`src/rtl/rsa_pkg.sv`:
```
// ----------------------------------------------------------------------------
// rsa_pkg: shared definitions for the record slot allocator
// Holds the status and command codes, the record overhead and the
// default sizes used by the allocator and its free-slot finder.
// ----------------------------------------------------------------------------
package rsa_pkg;

    // Default number of slots in the table.
    localparam int SLOTS_DEFAULT = 256;

    // Slots searched per group in the first level of the free-slot finder.
    localparam int GROUP_SIZE = 16;
    localparam int GROUP_W    = 4;

    // Header bytes added to every record on top of key and value.
    localparam int RECORD_OVERHEAD = 16;

    // Value of data_start after reset.
    localparam logic [31:0] DATA_START_RESET = 32'd4096;

    // Field widths.
    localparam int OFFSET_W = 32;
    localparam int SIZE_W   = 18;

    // Command codes.
    localparam logic CMD_INSERT = 1'b0;
    localparam logic CMD_DELETE = 1'b1;

    // Result status codes.
    typedef enum logic [2:0] {
        STAT_OK       = 3'd0,
        STAT_FULL     = 3'd1,
        STAT_RANGE    = 3'd2,
        STAT_FREE     = 3'd3,
        STAT_OVERFLOW = 3'd4
    } status_t;

endpackage

```
`src/rtl/rsa_free_finder.sv`:
```
// ----------------------------------------------------------------------------
// rsa_free_finder: two-level registered search for the lowest free slot
// The first level encodes each group of slots and registers the result;
// the second level picks the lowest group that holds a free slot.
// ----------------------------------------------------------------------------
module rsa_free_finder #(
    parameter int SLOTS = rsa_pkg::SLOTS_DEFAULT
) (
    input  logic                       clk,
    input  logic [SLOTS-1:0]           free_vec,
    output logic                       found,
    output logic [$clog2(SLOTS)-1:0]   index
);

    localparam int GROUP = rsa_pkg::GROUP_SIZE;
    localparam int SUB_W = rsa_pkg::GROUP_W;
    localparam int NG    = (SLOTS + GROUP - 1) / GROUP;
    localparam int GW    = (NG > 1) ? $clog2(NG) : 1;
    localparam int PAD_W = NG * GROUP;
    localparam int IDX_W = $clog2(SLOTS);

    logic [PAD_W-1:0]  free_pad;
    logic [NG-1:0]     grp_any_next;
    logic [NG-1:0]     grp_any_reg;
    logic [SUB_W-1:0]  grp_sub_next [NG];
    logic [SUB_W-1:0]  grp_sub_reg  [NG];
    logic              found_next;
    logic              found_reg;
    logic [GW+SUB_W-1:0] index_next;
    logic [IDX_W-1:0]  index_reg;

    // Pad the free vector to whole groups; padding slots are never free.
    assign free_pad = PAD_W'(free_vec);

    // First level: lowest free slot within each group.
    always_comb
    begin
        for (int g = 0; g < NG; g++)
        begin
            grp_any_next[g] = |free_pad[g*GROUP +: GROUP];
            grp_sub_next[g] = '0;
            for (int i = GROUP - 1; i >= 0; i--)
            begin
                if (free_pad[g*GROUP + i])
                begin
                    grp_sub_next[g] = SUB_W'(i);
                end
            end
        end
    end

    always_ff @(posedge clk)
    begin
        grp_any_reg <= grp_any_next;
        grp_sub_reg <= grp_sub_next;
    end

    // Second level: lowest group that has a free slot.
    always_comb
    begin
        found_next = |grp_any_reg;
        index_next = '0;
        for (int g = NG - 1; g >= 0; g--)
        begin
            if (grp_any_reg[g])
            begin
                index_next = {GW'(g), grp_sub_reg[g]};
            end
        end
    end

    always_ff @(posedge clk)
    begin
        found_reg <= found_next;
        index_reg <= index_next[IDX_W-1:0];
    end

    assign found = found_reg;
    assign index = index_reg;

endmodule

```
`config.mk`:
```
export PLATFORM = sky130hd
export DESIGN_NAME = rsa_free_finder
export DESIGN_NICKNAME = d
export VERILOG_FILES = /design/src/rtl/rsa_pkg.sv /design/src/rtl/rsa_free_finder.sv
export SDC_FILE = /design/constraint.sdc
export NUM_CORES = 1
export LEC_CHECK = 0
export ABC_AREA = 1
export BUFFER_PORTS_ARGS = -buffer_cell sky130_fd_sc_hd__buf_2
export CAP_MARGIN = 20
export CORE_ASPECT_RATIO = 0.7
export CORE_UTILIZATION = 47
export CTS_BUF_LIST = sky130_fd_sc_hd__clkbuf_4 sky130_fd_sc_hd__clkbuf_8 sky130_fd_sc_hd__clkbuf_16
export DETAILED_ROUTE_END_ITERATION = 6
export MAX_ROUTING_LAYER = met4
export PLACE_DENSITY = 0.89
export SLEW_MARGIN = 25
export SYNTH_ARGS = -nofsm -noshare
export SYNTH_HDL_FRONTEND = slang
export SYNTH_SLANG_ARGS = --single-unit
```
`constraint.sdc`:
```
create_clock -name clk -period 1.5 [get_ports clk]
set_input_delay 0 -clock clk [delete_from_list [all_inputs] [get_ports clk]]
set_output_delay 0 -clock clk [all_outputs]
set_load 0.01 [all_outputs]
```
Word-level counts from Yosys, hierarchy flattened
Index checks and enable logic that the tools add are counted.
{"block": "word_totals", "regBits": 89, "input_bits": 257, "out_inout_bits": 9, "word_cells": 395}
{"block": "op_classes", "mux": 256, "n_reduce_logical": 68}
{"op": "4-bit two-way mux", "count": 129}
{"op": "16-bit OR reduction", "count": 17}
{"op": "3-bit two-way mux", "count": 64}
{"op": "8-bit OR reduction", "count": 17}
{"op": "4-bit OR reduction", "count": 17}
{"op": "2-bit two-way mux", "count": 32}
{"op": "8-bit two-way mux", "count": 8}
{"op": "2-bit OR reduction", "count": 17}
{"op": "7-bit two-way mux", "count": 4}
{"op": "1-bit two-way mux", "count": 16}
{"op": "6-bit two-way mux", "count": 2}
{"op": "5-bit two-way mux", "count": 1}

Logic depth before layout (Yosys ltp)
{"block": "logic_depth", "word_depth": 16, "ltp_mapped": 18, "depth_no_buf": 17}

Least setup slack after synthesis
OpenSTA, ideal clock, no wires.
{"block": "synth_path", "path_type": "reg-to-reg", "startpoint": "reg grp_any_reg[14]", "endpoint": "reg index_reg[1] (netlist: index[1])", "setup_ns": 0.117, "arrival_ns": 1.170, "required_time_ns": 1.383, "path_slack_ns": 0.212, "stages_incl_launch_ff": 16, "path_buffers": 1, "synth_period_minus_slack_ns": 1.288, "path_cell_list": "dfxtp_1 > buf_6 > a21oi_1 > nand2_1 > o21ai_1 > nand2_1 > nand2_1 > nand2_1 > nand2_1 > nand2_1 > o21ai_1 > nand2_1 > nand2_1 > nand2_1 > nand2_1 > nand2_1"}
{"block": "synth_between", "elab_chain_len": 15}
{"element": "start, declared", "line": "rsa_free_finder.sv:24", "text": "logic [NG-1:0] grp_any_reg;"}
{"element": "start signal, assigned", "line": "rsa_free_finder.sv:54", "text": "grp_any_reg <= grp_any_next;"}
{"element": "8-bit two-way mux (7 in series)", "line": "rsa_free_finder.sv:65", "text": "if (grp_any_reg[g])"}
{"element": "7-bit two-way mux (4 in series)", "line": "rsa_free_finder.sv:65"}
{"element": "6-bit two-way mux (2 in series)", "line": "rsa_free_finder.sv:65"}
{"element": "5-bit two-way mux", "line": "rsa_free_finder.sv:65"}
{"element": "4-bit two-way mux", "line": "rsa_free_finder.sv:65"}
{"element": "named net index_next[1]", "line": "rsa_free_finder.sv:29", "text": "logic [GW+SUB_W-1:0] index_next;"}
{"element": "end signal, assigned", "line": "rsa_free_finder.sv:75", "text": "index_reg <= index_next[IDX_W-1:0];"}
{"element": "end, declared", "line": "rsa_free_finder.sv:30", "text": "logic [IDX_W-1:0] index_reg;"}
The timed path passes the listed nets, and every way through them passes these cells.
A chain may end at the register's enable or synchronous reset.

Worst setup path in the final report
{"block": "layout_path", "startpoint": "in free_vec[40]", "endpoint": "reg grp_sub_reg[53] in the netlist's numbering"}
{"block": "layout_between", "elab_chain_len": 7}
{"element": "start, declared", "line": "rsa_free_finder.sv:10", "text": "input logic [SLOTS-1:0] free_vec,"}
{"element": "4-bit two-way mux", "line": "rsa_free_finder.sv:44", "text": "if (free_pad[g*GROUP + i])"}
{"element": "3-bit two-way mux (4 in series)", "line": "rsa_free_finder.sv:44"}
{"element": "2-bit two-way mux (2 in series)", "line": "rsa_free_finder.sv:44"}
{"element": "end signal, assigned", "line": "rsa_free_finder.sv:55", "text": "grp_sub_reg <= grp_sub_next;"}
{"element": "end, declared", "line": "rsa_free_finder.sv:26", "text": "logic [SUB_W-1:0] grp_sub_reg [NG];"}
No other way between the ends.

==> reports/qor.csv <==
metric;value;unit
outcome;complete, but fails checks;
failing checks;design-rule violations, negative hold slack;
Power Dens Cells;680;nW/um^2
dominant cells by area after synthesis;dfxtp_1 32%, inv_1 15%, nand2_1 14%;
crit path launch;free_vec[40];
Yosys top cell by area;dfxtp_1;
worst rel slew slack;0.645;
residual DRC count;1;
Place WS;0.0234;ns
Vias per Instance;5.03;
synth cell count leaders;226 x inv_1, 213 x nand2_1, 148 x nor2_1;
flop2flop setup slack;0.03;ns
Max Cap Viol;0;
die area;12300;um^2
DP HPWL;13.0;mm
clk_lat worst skew;0.33;ns
Core Area;11300;um^2
Inserted Clock Buffers;9;
I/O Buffers;265;
CP endpoint kind;register;
DRT antenna net count;0;
worst path cell trace;dlygate4sd3_1, buf_2, inv_1, nand3_1, nand3_2, a21oi_2, a21oi_2, dlygate4sd3_1;
nets;1618;
Setup TNS Final;0;ns
Compound-Gate Fraction of Synth Area;0.157;
most frequent cell after synthesis;inv_1;
CP Data Required Time;1.72;ns
Die H;93.2;um
share of layout cells above drive strength 1;0.248;
drt first pass iters;7;
WL per Instance;13.3;um
worst-margin pin slew;0.528;ns
largest family of logic cells by synthesized area;simple AND/OR/NAND/NOR gates;
post-synth design cell area;5590;um^2
Max rail drop VDD;0.533;mV
final wirelength;20.2;mm
Max stage delay on crit path;0.55;ns
CTS tree;done;
worst r2r dst;index[3];
Fmax;676;MHz
CTS clock-pin slew for the worst setup and hold paths;0.06;ns
initial antenna violation count;0;
CP Launch Type;primary input;
R2R Path Start;grp_any_reg[9];
Crit path depth;8;
Static Leakage;4.73;nW
chip width;132;um
post-synthesis sequential area ratio;0.319;
Row Count;32;
WS Path Type;primary input to register;
mux share of post-synthesis cell area;0;
Tcrit/Tclk final;0.987;
Max FO, Critical Path;2;
CP top delay family;buffers and inverters;
critical path endpoint;grp_sub_reg[53];
Mapped Cells;957;
Final Max Tran Viols;0;
worst hold margin;-0.0866;ns
total I/O pin count;266;
CTS HTree Levels;3;
clk sinks;89;
Layout area overhead;58.5;%
CTS max path bufs;2;
post-synthesis register bit count;89;
XOR/XNOR share of the synthesized area;0;
RSZ-0062 raised after global routing;yes;
final worst slack;0.0199;ns
maximum number of pins on one net before global-route repair;16;
post-synthesis adder-cell area fraction;0;
root buffer cell;clkbuf_16;
number of flip-flops in the largest register;64;
initial drt markers;423;
number of synthesized flops with an enable pin;0;
GRT overflow;0;
post-synthesis async set-or-reset flop share;0;
Synth Area in Simple Gates;0.364;
crit path buf inv count;4;
minimum clock period;1.48;ns
count of warnings emitted by yosys;0;
Critical-path top delay cell;dlygate4sd3_1;
syn nets;1214;
HP Class;primary input to register;
Vias;7635;
first-pass GRT wire length;32.9;mm
GR Util All Layers;0.338;
arrival time worst endpoint;1.70;ns
endpoints failing hold;1;
Primary FF master, synth;dfxtp_1;
synth unique cells;27;
Synth top area share;0.319;
vias in the first global route;7733;
initial core utilization;0.495;
Final Setup Violations;0;
R2R cell count;10;
Synth Area per Inst;5.84;um^2
Worst Clk Skew;0.00623;ns
GPL Wtd Cong;0.916;
-- placed cells by master, fill, tap and decap left out, drive strengths merged --
cell type and instances:
clkinvlp 1, o311ai 17, dlymetal6s4s 8, nor2 150, nor3 34, clkbuf 10, o21ai 25, nand2 214
nand3 52, nor4 16, o221a 4, nand4 2, clkinv 2, bufinv 1, dfxtp 89, o221ai 1
diode 1, a21oi 90, o211ai 1, a22o 1, or2 17, a22oi 3, dlygate4sd3 125, buf 262
inv 232, a221oi 5, a31oi 3
-- worst register-to-register path: cells and delay by family, from the launching register on --
| kind | cells | cell delay (ns) |
|---|---|---|
| buf+inv | 1 | 0.12 |
| compound gates | 2 | 0.37 |
| flops | 1 | 0.34 |
| simple gates | 7 | 0.53 |
-- metrics by stage --
| stage | utilization | total power (W) | hold WS (ns) | area (um^2) | instances |
|---|---|---|---|---|---|
| final | 0.784 | 0.00602 | -0.0866 | 8860 | 1519 |
| after global routing | 0.784 | 0.00631 | 0.00849 | 8850 | 1518 |
| after CTS | 0.781 | 0.00597 | 0.000270 | 8820 | 1532 |
| after floorplan | - | 0.00296 | 0.0724 | 5590 | 957 |
| after global placement | 0.630 | 0.00345 | 0.171 | 7110 | 1377 |
| after detailed placement | 0.630 | 0.00347 | 0.175 | 7110 | 1377 |
-- kinds of logic (layout without fill, tap and decap cells) --
logic type | Yosys count | after routing
other cells | 0 | 1
buf+inv | 233 | 641
flops | 89 | 89
compound gates | 150 | 150
simple gates | 485 | 485
-- report_power, final --
group	leakage, nW	switching [W]	internal [W]
logic	3.86	0.000630	0.000696
registers	0.726	0.0000328	0.00243
clock network	0.145	0.000894	0.00134
total	4.73	0.00156	0.00447
-- repair_timing --
item | CTS | global route
endpoints found under the hold margin | 77 | 0
setup endpoints to repair | 2 | 28
buffers inserted | 0 | 1
pin swaps | 0 | 15
hold buffers | 140 | 0
resized for setup | 2 | 41
-- final cells by class --
type / count / area, um^2
clock buffer: 10 / 239
inverter: 231 / 867
tap: 153 / 191
antenna: 1 / 2.50
multi-input combinational: 635 / 3030
clock inverter: 5 / 63.8
sequential: 89 / 1790
timing repair buffer: 395 / 2680
fill: 771 / 2430
-- per-layer routing --
| layer | up-vias | track usage | routed length [um] |
|---|---|---|---|
| li1 | 3813 | - | - |
| met1 | 3373 | 0.358 | 8180 |
| met2 | 372 | 0.611 | 9840 |
| met3 | 77 | 0.0569 | 1390 |
| met4 | 0 | 0.181 | 781 |
| met5 | - | - | 0 |
-- worst min path at each step --
stage / cells past startpoint / from / end / slack (ns)
2_1_floorplan: 1 / free_vec[240] / grp_sub_reg[0] / 0.07
3_3_place_gp: 2 / free_vec[224] / grp_sub_reg[4] / 0.17
3_5_place_dp: 2 / free_vec[208] / grp_sub_reg[8] / 0.17
4_1_cts: 4 / free_vec[227] / grp_sub_reg[6] / 0.0003
5_1_grt: 5 / free_vec[42] / grp_any_reg[2] / 0.008
6_report: 3 / free_vec[241] / grp_sub_reg[0] / -0.09
Power figures use the tool's default switching activity.
